--- src/rtl/core/fpcf_pkg.sv ---
// Shared types, constants and register indexes of the filtered position coupling force block.
// No dependencies. Every other file of the block but fpcf_ram imports this package.
`default_nettype none

package fpcf_pkg;

  localparam int MAX_WINDOW_DEF = 8;

  localparam int POS_W   = 16;
  localparam int FORCE_W = 32;
  localparam int GAIN_W  = 16;
  localparam int SCALE_W = 16;
  localparam int WLEN_W  = 4;
  localparam int K_W     = GAIN_W + SCALE_W;
  localparam int DIFF_W  = POS_W + 1;
  localparam int PROD_W  = K_W + 1 + DIFF_W;
  localparam int FRAC_SH = 16;

  // window_len never exceeds 15, so the sum of a window fits in 36 bits
  localparam int DIV_W     = WLEN_W;
  localparam int ACC_W     = FORCE_W + WLEN_W;
  localparam int DIV_STEPS = ACC_W / 2;
  localparam int DIVC_W    = $clog2(DIV_STEPS);

  localparam int CFG_IDX_W  = 2;
  localparam int CFG_DATA_W = 16;

  localparam logic [CFG_IDX_W-1:0] REG_COUPLING_GAIN   = 2'd0;
  localparam logic [CFG_IDX_W-1:0] REG_STIFFNESS_SCALE = 2'd1;
  localparam logic [CFG_IDX_W-1:0] REG_WINDOW_LEN      = 2'd2;

  localparam logic [GAIN_W-1:0]  GAIN_RESET  = 16'd655;
  localparam logic [SCALE_W-1:0] SCALE_RESET = 16'd256;
  localparam logic [WLEN_W-1:0]  WLEN_RESET  = 4'd3;

  localparam logic [1:0] AXIS_X = 2'd0;
  localparam logic [1:0] AXIS_Y = 2'd1;
  localparam logic [1:0] AXIS_Z = 2'd2;

  typedef struct packed {
    logic signed [POS_W-1:0] pos_a_x;
    logic signed [POS_W-1:0] pos_a_y;
    logic signed [POS_W-1:0] pos_a_z;
    logic signed [POS_W-1:0] pos_b_x;
    logic signed [POS_W-1:0] pos_b_y;
    logic signed [POS_W-1:0] pos_b_z;
  } fpcf_in_t;

  typedef struct packed {
    logic signed [FORCE_W-1:0] force_mean_x;
    logic signed [FORCE_W-1:0] force_mean_y;
    logic signed [FORCE_W-1:0] force_mean_z;
  } fpcf_out_t;

  typedef struct packed {
    logic       load_in;
    logic       load_k;
    logic       mul_en;
    logic       sat_en;
    logic [1:0] axis;
    logic       wr_en;
    logic       rd_en;
    logic       div_start;
    logic       div_step;
    logic       out_load;
  } fpcf_cmd_t;

  typedef struct packed {
    logic rd_last;
    logic out_busy;
  } fpcf_status_t;

endpackage

`default_nettype wire

--- src/rtl/core/filtered_position_coupling_force.sv ---
// Top level of the filtered position coupling force block: sequencer plus datapath.
// Depends on fpcf_pkg, fpcf_ctrl, fpcf_datapath and fpcf_ram.
//
// Each transaction carries the positions of two three-axis devices; the block forms
// the spring force -(gain * scale * (a - b)) >> 16 per axis, saturated to 32 bits,
// writes it into a ring over the first n of MAX_WINDOW rows and returns the per-axis mean of those
// n rows, n being window_len held within 1 and MAX_WINDOW, truncated toward zero.
// One transaction is worked at a time; from acceptance to the result register it passes
// through the shared force multiplier once per axis, n reads from the sample memory and
// the two-bit-per-cycle divider, with one quotient lane for each axis.
// A new transaction is accepted while the previous result waits to be taken. Rows
// never written read as zero through per-row valid bits, so no clearing pass follows
// reset. Configuration writes are always taken and belong in idle periods.
`default_nettype none

module filtered_position_coupling_force import fpcf_pkg::*; #(
  parameter int MAX_WINDOW = MAX_WINDOW_DEF
) (
  input  wire logic                  clk,
  input  wire logic                  rst,
  input  wire logic                  in_valid,
  output logic                       in_ready,
  input  wire fpcf_in_t              in_data,
  output logic                       out_valid,
  input  wire logic                  out_ready,
  output fpcf_out_t                  out_data,
  input  wire logic                  cfg_valid,
  output logic                       cfg_ready,
  input  wire logic [CFG_IDX_W-1:0]  cfg_index,
  input  wire logic [CFG_DATA_W-1:0] cfg_data
);

  fpcf_cmd_t    cmd;
  fpcf_status_t status;

  assign cfg_ready = 1'b1;

  fpcf_ctrl u_ctrl (
    .clk      (clk),
    .rst      (rst),
    .in_valid (in_valid),
    .in_ready (in_ready),
    .cmd      (cmd),
    .status   (status)
  );

  fpcf_datapath #(
    .MAX_WINDOW (MAX_WINDOW)
  ) u_datapath (
    .clk       (clk),
    .rst       (rst),
    .cfg_valid (cfg_valid),
    .cfg_index (cfg_index),
    .cfg_data  (cfg_data),
    .in_data   (in_data),
    .cmd       (cmd),
    .status    (status),
    .out_valid (out_valid),
    .out_ready (out_ready),
    .out_data  (out_data)
  );

  // never overwrite a result that has not been taken
  a_no_overwrite: assert property (@(posedge clk) disable iff (rst)
    cmd.out_load |-> (!out_valid || out_ready))
    else $error("result register loaded while still occupied");

  // one transaction at a time: busy right after acceptance
  a_busy_after_accept: assert property (@(posedge clk) disable iff (rst)
    (in_valid && in_ready) |=> !in_ready)
    else $error("input accepted again while a transaction is in flight");

  // a new result appears only from a load of the result register
  a_out_from_load: assert property (@(posedge clk) disable iff (rst)
    $rose(out_valid) |-> $past(cmd.out_load))
    else $error("result valid rose without a load");

  // the sequencer issues at most one major step per cycle
  a_single_step: assert property (@(posedge clk) disable iff (rst)
    $onehot0({cmd.load_in, cmd.load_k, cmd.mul_en, cmd.sat_en, cmd.wr_en,
              cmd.rd_en, cmd.div_start, cmd.div_step, cmd.out_load}))
    else $error("more than one datapath step commanded");

endmodule

`default_nettype wire

--- src/rtl/core/fpcf_ram.sv ---
// Generic single-write, single-read RAM with registered read data.
// No dependencies.
`default_nettype none

module fpcf_ram #(
  parameter int WIDTH = 32,
  parameter int DEPTH = 8
) (
  input  wire logic                     clk,
  input  wire logic                     we,
  input  wire logic [$clog2(DEPTH)-1:0] waddr,
  input  wire logic [WIDTH-1:0]         wdata,
  input  wire logic                     re,
  input  wire logic [$clog2(DEPTH)-1:0] raddr,
  output logic      [WIDTH-1:0]         rdata
);

  logic [WIDTH-1:0] mem [DEPTH];

  always_ff @(posedge clk) begin
    if (we) begin
      mem[waddr] <= wdata;
    end
    if (re) begin
      rdata <= mem[raddr];
    end
  end

endmodule

`default_nettype wire

--- src/rtl/core/fpcf_ctrl.sv ---
// Sequencer of the filtered position coupling force block.
// Depends on fpcf_pkg; drives the datapath through fpcf_cmd_t.
`default_nettype none

module fpcf_ctrl import fpcf_pkg::*; (
  input  wire logic         clk,
  input  wire logic         rst,
  input  wire logic         in_valid,
  output logic              in_ready,
  output fpcf_cmd_t         cmd,
  input  wire fpcf_status_t status
);

  typedef enum logic [3:0] {
    S_IDLE,
    S_KMUL,
    S_MUL,
    S_SAT,
    S_WRITE,
    S_READ,
    S_DRAIN,
    S_DIVLD,
    S_DIV,
    S_FINISH
  } state_t;

  state_t             state;
  logic [1:0]         axis;
  logic [DIVC_W-1:0]  div_cnt;

  always_ff @(posedge clk) begin
    if (rst) begin
      state   <= S_IDLE;
      axis    <= AXIS_X;
      div_cnt <= '0;
    end else begin
      case (state)
        S_IDLE: begin
          if (in_valid) begin
            state <= S_KMUL;
          end
        end
        S_KMUL: begin
          axis  <= AXIS_X;
          state <= S_MUL;
        end
        S_MUL: begin
          state <= S_SAT;
        end
        S_SAT: begin
          if (axis == AXIS_Z) begin
            state <= S_WRITE;
          end else begin
            axis  <= axis + 2'd1;
            state <= S_MUL;
          end
        end
        S_WRITE: begin
          state <= S_READ;
        end
        S_READ: begin
          if (status.rd_last) begin
            state <= S_DRAIN;
          end
        end
        S_DRAIN: begin
          state <= S_DIVLD;
        end
        S_DIVLD: begin
          div_cnt <= '0;
          state   <= S_DIV;
        end
        S_DIV: begin
          div_cnt <= div_cnt + DIVC_W'(1);
          if (div_cnt == DIVC_W'(DIV_STEPS - 1)) begin
            state <= S_FINISH;
          end
        end
        S_FINISH: begin
          // hold until the output register is free
          if (!status.out_busy) begin
            state <= S_IDLE;
          end
        end
        default: begin
          state <= S_IDLE;
        end
      endcase
    end
  end

  assign in_ready = (state == S_IDLE);

  always_comb begin
    cmd           = '0;
    cmd.axis      = axis;
    cmd.load_in   = (state == S_IDLE) && in_valid;
    cmd.load_k    = (state == S_KMUL);
    cmd.mul_en    = (state == S_MUL);
    cmd.sat_en    = (state == S_SAT);
    cmd.wr_en     = (state == S_WRITE);
    cmd.rd_en     = (state == S_READ);
    cmd.div_start = (state == S_DIVLD);
    cmd.div_step  = (state == S_DIV);
    cmd.out_load  = (state == S_FINISH) && !status.out_busy;
  end

endmodule

`default_nettype wire

--- src/rtl/core/fpcf_datapath.sv ---
// Datapath: configuration registers, force multiplier and saturation, sample memory,
// window accumulators, three-lane divider and output register.
// Depends on fpcf_pkg and fpcf_ram.
`default_nettype none

module fpcf_datapath import fpcf_pkg::*; #(
  parameter int MAX_WINDOW = MAX_WINDOW_DEF
) (
  input  wire logic                  clk,
  input  wire logic                  rst,
  input  wire logic                  cfg_valid,
  input  wire logic [CFG_IDX_W-1:0]  cfg_index,
  input  wire logic [CFG_DATA_W-1:0] cfg_data,
  input  wire fpcf_in_t              in_data,
  input  wire fpcf_cmd_t             cmd,
  output fpcf_status_t               status,
  output logic                       out_valid,
  input  wire logic                  out_ready,
  output fpcf_out_t                  out_data
);

  localparam int SLOT_W = $clog2(MAX_WINDOW);
  localparam int CNT_W  = $clog2(MAX_WINDOW + 1);
  localparam int ROW_W  = 3 * FORCE_W;

  logic [GAIN_W-1:0]  coupling_gain;
  logic [SCALE_W-1:0] stiffness_scale;
  logic [WLEN_W-1:0]  window_len;
  logic [CNT_W-1:0]   n_eff;

  fpcf_in_t                   in_q;
  logic [K_W-1:0]             k_q;
  logic signed [K_W:0]        k_s;
  logic signed [POS_W-1:0]    pa;
  logic signed [POS_W-1:0]    pb;
  logic signed [DIFF_W-1:0]   diff;
  logic signed [PROD_W-1:0]   prod_q;
  logic signed [PROD_W:0]     neg;
  logic signed [PROD_W:0]     shifted;
  logic signed [FORCE_W-1:0]  sat_val;
  logic signed [FORCE_W-1:0]  force_q [3];

  logic [SLOT_W-1:0]     slot;
  logic [SLOT_W:0]       slot_inc;
  logic [MAX_WINDOW-1:0] slot_valid;
  logic [SLOT_W-1:0]     rd_idx;
  logic                  rd_pend;
  logic                  rd_vld;
  logic [ROW_W-1:0]      rd_row;

  logic signed [ACC_W-1:0] acc  [3];
  logic [ACC_W-1:0]        dvd  [3];
  logic [DIV_W-1:0]        rem  [3];
  logic                    sgn  [3];
  logic [FORCE_W-1:0]      mean [3];
  logic [DIV_W-1:0]        divisor;

  // configuration
  always_ff @(posedge clk) begin
    if (rst) begin
      coupling_gain   <= GAIN_RESET;
      stiffness_scale <= SCALE_RESET;
      window_len      <= WLEN_RESET;
    end else if (cfg_valid) begin
      case (cfg_index)
        REG_COUPLING_GAIN:   coupling_gain   <= cfg_data;
        REG_STIFFNESS_SCALE: stiffness_scale <= cfg_data;
        REG_WINDOW_LEN:      window_len      <= cfg_data[WLEN_W-1:0];
        default: ;
      endcase
    end
  end

  always_comb begin
    if (window_len == '0) begin
      n_eff = CNT_W'(1);
    end else if (32'(window_len) > 32'(MAX_WINDOW)) begin
      n_eff = CNT_W'(MAX_WINDOW);
    end else begin
      n_eff = CNT_W'(window_len);
    end
  end

  // force sample per axis: multiply, then negate, floor shift and saturate
  always_comb begin
    case (cmd.axis)
      AXIS_X: begin
        pa = in_q.pos_a_x;
        pb = in_q.pos_b_x;
      end
      AXIS_Y: begin
        pa = in_q.pos_a_y;
        pb = in_q.pos_b_y;
      end
      default: begin
        pa = in_q.pos_a_z;
        pb = in_q.pos_b_z;
      end
    endcase
    diff    = DIFF_W'(pa) - DIFF_W'(pb);
    k_s     = signed'({1'b0, k_q});
    neg     = -((PROD_W + 1)'(prod_q));
    shifted = neg >>> FRAC_SH;
    if (shifted[PROD_W:FORCE_W-1] == '0 || shifted[PROD_W:FORCE_W-1] == '1) begin
      sat_val = shifted[FORCE_W-1:0];
    end else if (shifted[PROD_W]) begin
      sat_val = {1'b1, {(FORCE_W - 1){1'b0}}};
    end else begin
      sat_val = {1'b0, {(FORCE_W - 1){1'b1}}};
    end
  end

  always_ff @(posedge clk) begin
    if (cmd.load_in) begin
      in_q <= in_data;
    end
    if (cmd.load_k) begin
      k_q <= K_W'(coupling_gain) * K_W'(stiffness_scale);
    end
    if (cmd.mul_en) begin
      prod_q <= PROD_W'(k_s) * PROD_W'(diff);
    end
    if (cmd.sat_en) begin
      case (cmd.axis)
        AXIS_X:  force_q[0] <= sat_val;
        AXIS_Y:  force_q[1] <= sat_val;
        default: force_q[2] <= sat_val;
      endcase
    end
  end

  // ring write index, entry valid bits and read sweep
  assign slot_inc = {1'b0, slot} + (SLOT_W + 1)'(1);

  always_ff @(posedge clk) begin
    if (rst) begin
      slot       <= '0;
      slot_valid <= '0;
      rd_idx     <= '0;
      rd_pend    <= 1'b0;
    end else begin
      rd_pend <= cmd.rd_en;
      if (cmd.wr_en) begin
        slot_valid[slot] <= 1'b1;
        rd_idx           <= '0;
        if (32'(slot_inc) >= 32'(n_eff)) begin
          slot <= '0;
        end else begin
          slot <= slot_inc[SLOT_W-1:0];
        end
      end else if (cmd.rd_en) begin
        rd_idx <= rd_idx + SLOT_W'(1);
      end
    end
  end

  always_ff @(posedge clk) begin
    if (cmd.rd_en) begin
      rd_vld <= slot_valid[rd_idx];
    end
  end

  assign status.rd_last  = (32'(rd_idx) == 32'(n_eff) - 32'd1);
  assign status.out_busy = out_valid && !out_ready;

  fpcf_ram #(
    .WIDTH (ROW_W),
    .DEPTH (MAX_WINDOW)
  ) u_samples (
    .clk   (clk),
    .we    (cmd.wr_en),
    .waddr (slot),
    .wdata ({force_q[2], force_q[1], force_q[0]}),
    .re    (cmd.rd_en),
    .raddr (rd_idx),
    .rdata (rd_row)
  );

  // two restoring steps per cycle; the remainder stays below the divisor
  function automatic logic [DIV_W+ACC_W-1:0] div_pair(
    input logic [DIV_W-1:0] r_in,
    input logic [ACC_W-1:0] q_in,
    input logic [DIV_W-1:0] d
  );
    logic [DIV_W:0]   t;
    logic [DIV_W-1:0] r;
    logic [ACC_W-1:0] q;
    r = r_in;
    q = q_in;
    for (int b = 0; b < 2; b++) begin
      t = {r, q[ACC_W-1]};
      q = {q[ACC_W-2:0], 1'b0};
      if (t >= {1'b0, d}) begin
        t    = t - {1'b0, d};
        q[0] = 1'b1;
      end
      r = t[DIV_W-1:0];
    end
    return {r, q};
  endfunction

  assign divisor = DIV_W'(n_eff);

  for (genvar i = 0; i < 3; i++) begin : g_lane
    logic signed [FORCE_W-1:0] sample;
    logic [FORCE_W-1:0]        q32;

    assign sample  = rd_row[i*FORCE_W +: FORCE_W];
    assign q32     = dvd[i][FORCE_W-1:0];
    assign mean[i] = sgn[i] ? (~q32 + FORCE_W'(1)) : q32;

    always_ff @(posedge clk) begin
      if (cmd.wr_en) begin
        acc[i] <= '0;
      end else if (rd_pend && rd_vld) begin
        acc[i] <= acc[i] + ACC_W'(sample);
      end
      if (cmd.div_start) begin
        sgn[i] <= acc[i][ACC_W-1];
        dvd[i] <= acc[i][ACC_W-1] ? ACC_W'(-acc[i]) : ACC_W'(acc[i]);
        rem[i] <= '0;
      end else if (cmd.div_step) begin
        {rem[i], dvd[i]} <= div_pair(rem[i], dvd[i], divisor);
      end
    end
  end

  // output register
  always_ff @(posedge clk) begin
    if (rst) begin
      out_valid <= 1'b0;
    end else if (cmd.out_load) begin
      out_valid <= 1'b1;
    end else if (out_ready) begin
      out_valid <= 1'b0;
    end
  end

  always_ff @(posedge clk) begin
    if (cmd.out_load) begin
      out_data.force_mean_x <= mean[0];
      out_data.force_mean_y <= mean[1];
      out_data.force_mean_z <= mean[2];
    end
  end

endmodule

`default_nettype wire

--- config.mk ---
export PLATFORM = sky130hd
export DESIGN_NAME = filtered_position_coupling_force
export DESIGN_NICKNAME = d
export VERILOG_FILES = /design/src/rtl/core/fpcf_pkg.sv /design/src/rtl/core/filtered_position_coupling_force.sv /design/src/rtl/core/fpcf_ram.sv /design/src/rtl/core/fpcf_ctrl.sv /design/src/rtl/core/fpcf_datapath.sv
export SDC_FILE = /design/constraint.sdc
export NUM_CORES = 2
export LEC_CHECK = 0
export ABC_AREA = 0
export CORE_UTILIZATION = 30
export DETAILED_ROUTE_END_ITERATION = 16
export DONT_BUFFER_PORTS = 1
export PLACE_DENSITY_LB_ADDON = 0.08
export SYNTH_ARGS = -nofsm -noshare
export SYNTH_HDL_FRONTEND = slang
export SYNTH_SLANG_ARGS = --single-unit
--- constraint.sdc ---
create_clock -name clk -period 9.4 [get_ports clk]
set_input_delay 0.47 -clock clk [delete_from_list [all_inputs] [get_ports clk]]
set_output_delay 0.47 -clock clk [all_outputs]
set_load 0.01 [all_outputs]
Word level (Yosys, flattened, before mapping)
Memory sizes are Yosys's and may differ from the RTL's. A register that Yosys moved wholly into a read port is not among the register bits.
Cells that the tools add are included.
- equal/unequal tests: 21
- shifts and indexed selects: 0
- magnitude comparators: 11
- div/mod/pow operators: 0
- add/subtract/negate cells: 22
- mux-type cells: 77
- bitwise logic cells: 7
- $mul: 2
- reduce and logical (&&, ||, !) cells: 25
- operators by type and width (operator ; count):
    $mux 36 ; 12
    $mux 32 ; 7
    $add 36x32->36 ; 3
    $neg 36->36 ; 3
    $add 32x1->32 const B ; 3
    $not 32->32 ; 3
    $mux 4 ; 18
    $pmux 16 s2 ; 2
    $reduce_or 32->1 ; 2
    $neg 50->51 ; 1
    $mul 33x17->50 ; 1
    $pmux 4 s10 ; 1
    $eq 3x32->1 ; 1
    $mul 16x16->32 ; 1
    $ge 5x4->1 ; 6
    $mux 1 ; 28
    $sub 4x4->4 ; 6
    $eq 20x20->1 const B ; 1
    $logic_not 20->1 ; 1
    $sub 16x16->17 ; 1
    $eq 4x3->1 const B ; 4
    $pmux 5 s2 ; 1
    $eq 4x2->1 const B ; 2
    $eq 4x4->1 const B ; 2
    31 further kinds ; 55
- memories kept: 4
- word-level logic and storage cells: 198
- memory bits (writable): 975
- memory bits (read-only): 0
- flip-flop bits (word level): 458
- output and inout bits: 99
- latch bits: 0
- memory list (name ; words ; width ; read ports ; clocked after memory_dff ; write ports ; RTL line ; source):
    u_datapath.u_samples.mem ; 8 ; 96 ; 1 ; 1 ; 1 ; fpcf_ram.sv:18 ; logic [WIDTH-1:0] mem [DEPTH];
    u_datapath.acc ; 3 ; 36 ; 3 ; 0 ; 3 ; fpcf_datapath.sv:51 ; logic signed [ACC_W-1:0] acc [3];
    u_datapath.force_q ; 3 ; 32 ; 3 ; 0 ; 1 ; fpcf_datapath.sv:41 ; logic signed [FORCE_W-1:0] force_q [3];
    u_datapath.sgn ; 3 ; 1 ; 3 ; 0 ; 3 ; fpcf_datapath.sv:54 ; logic sgn [3];

Longest topological paths before layout
- depth after elaboration: 11
- mapped depth: 41

Modules after synthesis
From an unflattened synthesis, not the netlist that was laid out.
- cells, all modules: 7353
- area total of the unflattened synthesis: 92637.6 um2
- by module, submodules not included (module ; cells an instance ; area an instance (um2) ; times used ; sequential area each (um2)):
    fpcf_datapath ; 6049 ; 60167.7 ; 1 ; 18998.2
    fpcf_ram ; 1219 ; 31766.7 ; 1 ; 25944.9
    fpcf_ctrl ; 83 ; 691.9 ; 1 ; 220.2
    filtered_position_coupling_force ; 2 ; 11.3 ; 1 ; 0.0

Worst setup path after synthesis
Ideal clock, no wire load.
- path type: flip-flop to flip-flop
- start: register u_ctrl.axis[0]
- end: register u_datapath.prod_q[47] (data pin)
- library setup time: 0.264 ns
- arrival: 9.053 ns
- clock period less this slack: 9.316 ns
- buffers on the path: 3
- stages on the path, launching flop included: 39
- setup slack: 0.084 ns
- cell sequence: dfxtp_1 -> inv_1 -> ha_1 -> clkbuf_1 -> nor2_1 -> clkbuf_1 -> a21oi_1 -> ha_1 -> nor2b_1 -> o21ai_0 -> a21boi_0 -> o21ai_0 -> a21oi_1 -> a211o_1 -> a31o_2 -> a21oi_1 -> xnor2_1 -> clkbuf_1 -> [... 3 more ...] -> inv_1 -> fa_1 -> fa_1 -> fa_1 -> inv_1 -> fa_1 -> inv_1 -> ha_1 -> a21oi_1 -> o21ai_0 -> a221oi_1 -> a31oi_1 -> a2111o_1 -> nand2_1 -> o21a_1 -> a21oi_1 -> a221oi_1 -> xnor2_1
- cells in the longest elaborated chain, start to end: 4
- elaborated cells between the ends (all ways): 6
- those cells by class: add/sub: 1; mul: 1; eq/ne: 1; mux: 2; reduce/logical: 1
- RTL lines (item ; RTL line ; source):
    start, declared ; fpcf_ctrl.sv:28 ; logic [1:0] axis;
    start signal, assigned ; fpcf_ctrl.sv:54 ; axis <= axis + 2'd1;
    $eq 2x1->1 / $logic_not 2->1 (equally long branches) ; fpcf_datapath.sv:86 ; case (cmd.axis)
    $pmux 16 s2 ; fpcf_datapath.sv:86 ;
    $sub 16x16->17 * ; fpcf_datapath.sv:100 ; diff = DIFF_W'(pa) - DIFF_W'(pb);
    $mul 33x17->50 * ; fpcf_datapath.sv:121 ; prod_q <= PROD_W'(k_s) * PROD_W'(diff);
    end signal, assigned ; fpcf_datapath.sv:121 ;
    end, declared ; fpcf_datapath.sv:37 ; logic signed [PROD_W-1:0] prod_q;
Mark *: on every way between the ends. The rest lies on a longest branch, timed or not.
A chain may end at the register's enable or synchronous reset.

Worst setup path after layout
- start: register u_ctrl.axis[1]
- end: register u_datapath.prod_q[49] (data pin)
The elaborated chain is that of the path after synthesis.

==> results.tsv <==
metric	value	unit
status	completed	
cts_buffers	184	
synth_area	92100	µm²
cp.required	9.98	ns
cp_slowest_cell	fa_1	
grt_usage	0.161	
setup_viol	0	
period_minus_slack	8.98	ns
initial_utilization	0.301	
maxSlewViolCount	0	
synthCells	7324	
core-area	306000	µm²
wl_met1	112	mm
yosysUniqueCellTypes	80	
area_growth	15.2	%
wl_met2	121	mm
grt_pass1_vias	59000	
max_slew_margin	0.230	
antenna_found_initial	21	
cts_sinks	1529	
die_height	556	µm
cts_buffer_depth	4	
hold_class	input port to flop	
cts_tree	done	
grt.overflow.total	0	
synth-edff-count	1454	
crit_fanout	10	
grt_max_degree	98	
fin_worst_skew	0.0516	ns
ys.flop_type	edfxtp_1	
cp-end-kind	flop	
vias	55000	
drt_iter0_markers	2629	
place_area	98500	µm²
port_buffers	0	
fp.dieW	556	µm
hpwl	175	mm
avgSynthCellArea	12.6	µm²
wl	249	mm
grt_pass1_wl	376	mm
seq_area_frac_synth	0.491	
multi_input_area	43000	µm²
h-tree-depth	4	
clk_latency	0.84	ns
cts.clk_slew.worst_paths	0.06	ns
highest_layer	met5	
first_pass_iters	6	
cap_violations	0	
final_hold_viol_count	0	
met3_length	8.61	mm
fin_nets	8796	
max_freq	111	MHz
yosysWarnings	0	
worst_pin_slew	1.15	ns
cpPeakStageDelay	0.55	ns
ios	218	
die_area	309000	µm²
ant_nets	0	
ys_ff_latch	1529	
wl_per_cell	21.0	µm
critPathKind	flop to flop	
worst_ep_arrival_time	9.55	ns
drc	0	
async_flop_share	0	
placementRows	203	
final_layout_size_suffix_gt1_frac	0.123	
fin_area	106000	µm²
area.sequential	45200	µm²
cts_root_buffer	clkbuf_16	
viasPerCell	4.65	
syn-num-nets	8521	
gp_congestion	0.788	
num-fill-cells	29900	
cp-start-kind	flop	
cp_common_cell	fa_1	
period_share	0.955	
-- through the flow --
stage | TNS, ns | cells | hold slack, ns | setup slack, ns | utilization
final | 0 | 11800 | 0.180 | 0.424 | 0.347
after global routing | -0.0203 | 11800 | 0.177 | -0.0194 | 0.347
after CTS | 0 | 11800 | 0.108 | 0.00668 | 0.346
after detailed placement | -2.67 | 11400 | 0.453 | -0.339 | 0.322
after global placement | -3.00 | 11400 | 0.450 | -0.399 | 0.322
after floorplan | 0 | 7324 | 0.424 | 0.0838 | -
-- area by class of cell --
class                      instances  share of cell area
clock inverter                   103             0.00954
inverter                         865              0.0307
sequential                      1529               0.426
clock buffer                     213              0.0454
tap                             4100              0.0484
antenna                            8            0.000189
timing repair buffer             386              0.0338
multi-input combinational       4633               0.406
-- critical path: cells and delay by family (launching register included) --
kind                       cells  cell delay, ns
DFF                            1            0.33
AOI/OAI and AO/OA             15            2.56
and+or+nand+nor                4            0.57
adders and majority gates     10            4.20
xor gates and xnor gates       2            0.32
buffers and inverters          8            0.75
-- layout by cell type, fill, tap and decap left out, types with 35 or more instances in the layout --
master | synthesis | routed
edfxtp_1 | 1454 | 1454
dfxtp_1 | 75 | 70
xor2_1 | 186 | 182
nand2b_1 | 50 | 50
o31ai_1 | 72 | 68
clkinv_1 | 1 | 35
dlygate4sd3_1 | 0 | 123
or4_1 | 43 | 43
buf_4 | 2 | 232
nor2_1 | 273 | 261
mux2_2 | 102 | 102
nand2_1 | 880 | 876
ha_1 | 425 | 416
o21ai_0 | 318 | 281
nor2b_1 | 60 | 59
xnor2_1 | 214 | 205
a21oi_1 | 234 | 222
and2_1 | 277 | 277
clkbuf_16 | 0 | 190
nand3_1 | 59 | 58
nor3_1 | 48 | 44
inv_1 | 864 | 861
mux4_2 | 194 | 194
fa_1 | 653 | 652
o21ai_1 | 4 | 36
a21o_1 | 109 | 109
-- flip-flops by register name (all words and copies together), names as in the netlist, 2 cells and up --
name	flops
u_datapath.rd_idx	3
u_datapath.coupling_gain	16
u_ctrl.div_cnt	5
u_datapath.u_samples.rdata	96
u_datapath.slot	3
u_datapath.rem	12
u_datapath.acc	108
u_datapath.window_len	4
u_datapath.out_data	96
u_datapath.prod_q	50
u_datapath.in_q	96
u_datapath.force_q	96
u_datapath.u_samples.mem	768
u_datapath.dvd	108
u_ctrl.axis	2
u_ctrl.state	4
u_datapath.stiffness_scale	16
u_datapath.k_q	32
u_datapath.slot_valid	8
u_datapath.sgn	3
-- cells in the mapped netlist (all sizes together) (6+ instances only) --
| cell | instances | area, µm² |
|---|---|---|
| and3 | 18 | 113 |
| or3 | 22 | 144 |
| mux2i | 7 | 70.1 |
| o31a | 7 | 61.3 |
| fa | 653 | 13100 |
| o21ai | 322 | 1610 |
| inv | 864 | 3240 |
| a21o | 109 | 818 |
| nor2b | 60 | 375 |
| mux4 | 194 | 4370 |
| a22o | 22 | 193 |
| o211a | 6 | 60.1 |
| o41ai | 31 | 298 |
| a211o | 9 | 78.8 |
| o211ai | 15 | 113 |
| ha | 425 | 5320 |
| and4 | 8 | 70.1 |
| buf | 33 | 155 |
| nand2b | 51 | 327 |
| a21boi | 11 | 82.6 |
| a31oi | 25 | 156 |
| nand4 | 28 | 175 |
| a211oi | 26 | 195 |
| o21a | 32 | 240 |
| nand3b | 16 | 120 |
| nand3 | 59 | 295 |
| and2 | 277 | 1730 |
| nor4 | 23 | 144 |
| nand2 | 880 | 3300 |
| edfxtp | 1454 | 43700 |
| xnor2 | 214 | 1870 |
| xor2 | 186 | 1630 |
| dfxtp | 75 | 1500 |
| or2 | 24 | 150 |
| a41oi | 6 | 52.6 |
| nor2 | 273 | 1020 |
| or4 | 52 | 419 |
| o31ai | 73 | 562 |
| nor3 | 48 | 240 |
| a21oi | 234 | 1170 |
| a22oi | 16 | 120 |
| clkbuf | 264 | 991 |
| o21bai | 28 | 210 |
| mux2 | 102 | 1150 |
-- path summary, 6_finish.rpt --
check	start	to	slack [ns]	cells past startpoint
setup / recovery	u_ctrl.axis[1]$_SDFFE_PP0P_	u_datapath.prod_q[49]$_DFFE_PP_	0.42	39
hold / removal	cfg_index[0]	u_datapath.coupling_gain[0]$_SDFFE_PP1P_	0.18	3
setup reg to reg	u_ctrl.axis[1]$_SDFFE_PP0P_	u_datapath.prod_q[49]$_DFFE_PP_	0.42	39
hold reg to reg	u_datapath.rem[11]$_SDFFE_PP0P_	u_datapath.rem[11]$_SDFFE_PP0P_	0.46	2
-- cells by family after synthesis --
kind of cell,Yosys count,share of synthesized area
XOR/XNOR,400,0.0381
other,1,0.0000407
multiplexers,303,0.0607
buffers and inverters,1162,0.0477
flip-flops,1529,0.491
AND/OR/NAND/NOR,1853,0.0951
AO/OA/AOI/OAI,998,0.0679
adder cells (fa/ha/maj),1078,0.200
-- layer usage --
metal  vias up  track usage
met5         -            0
met1     27900        0.212
met2       804        0.277
li1      26000            -
met4         2       0.0440
met3       310       0.0218
-- timing repair --
action | in CTS | in global routing
buffers inserted | 4 | 6
resized for setup | 14 | 50
gates cloned | 0 | 3
setup endpoints to repair | 16 | 21
endpoints found under the hold margin | 159 | 0
pin swaps | 5 | 36
hold buffers | 124 | 0
Power is not shown: default switching activity piles up to over one toggle a cycle in this logic, so the estimate is an artifact.
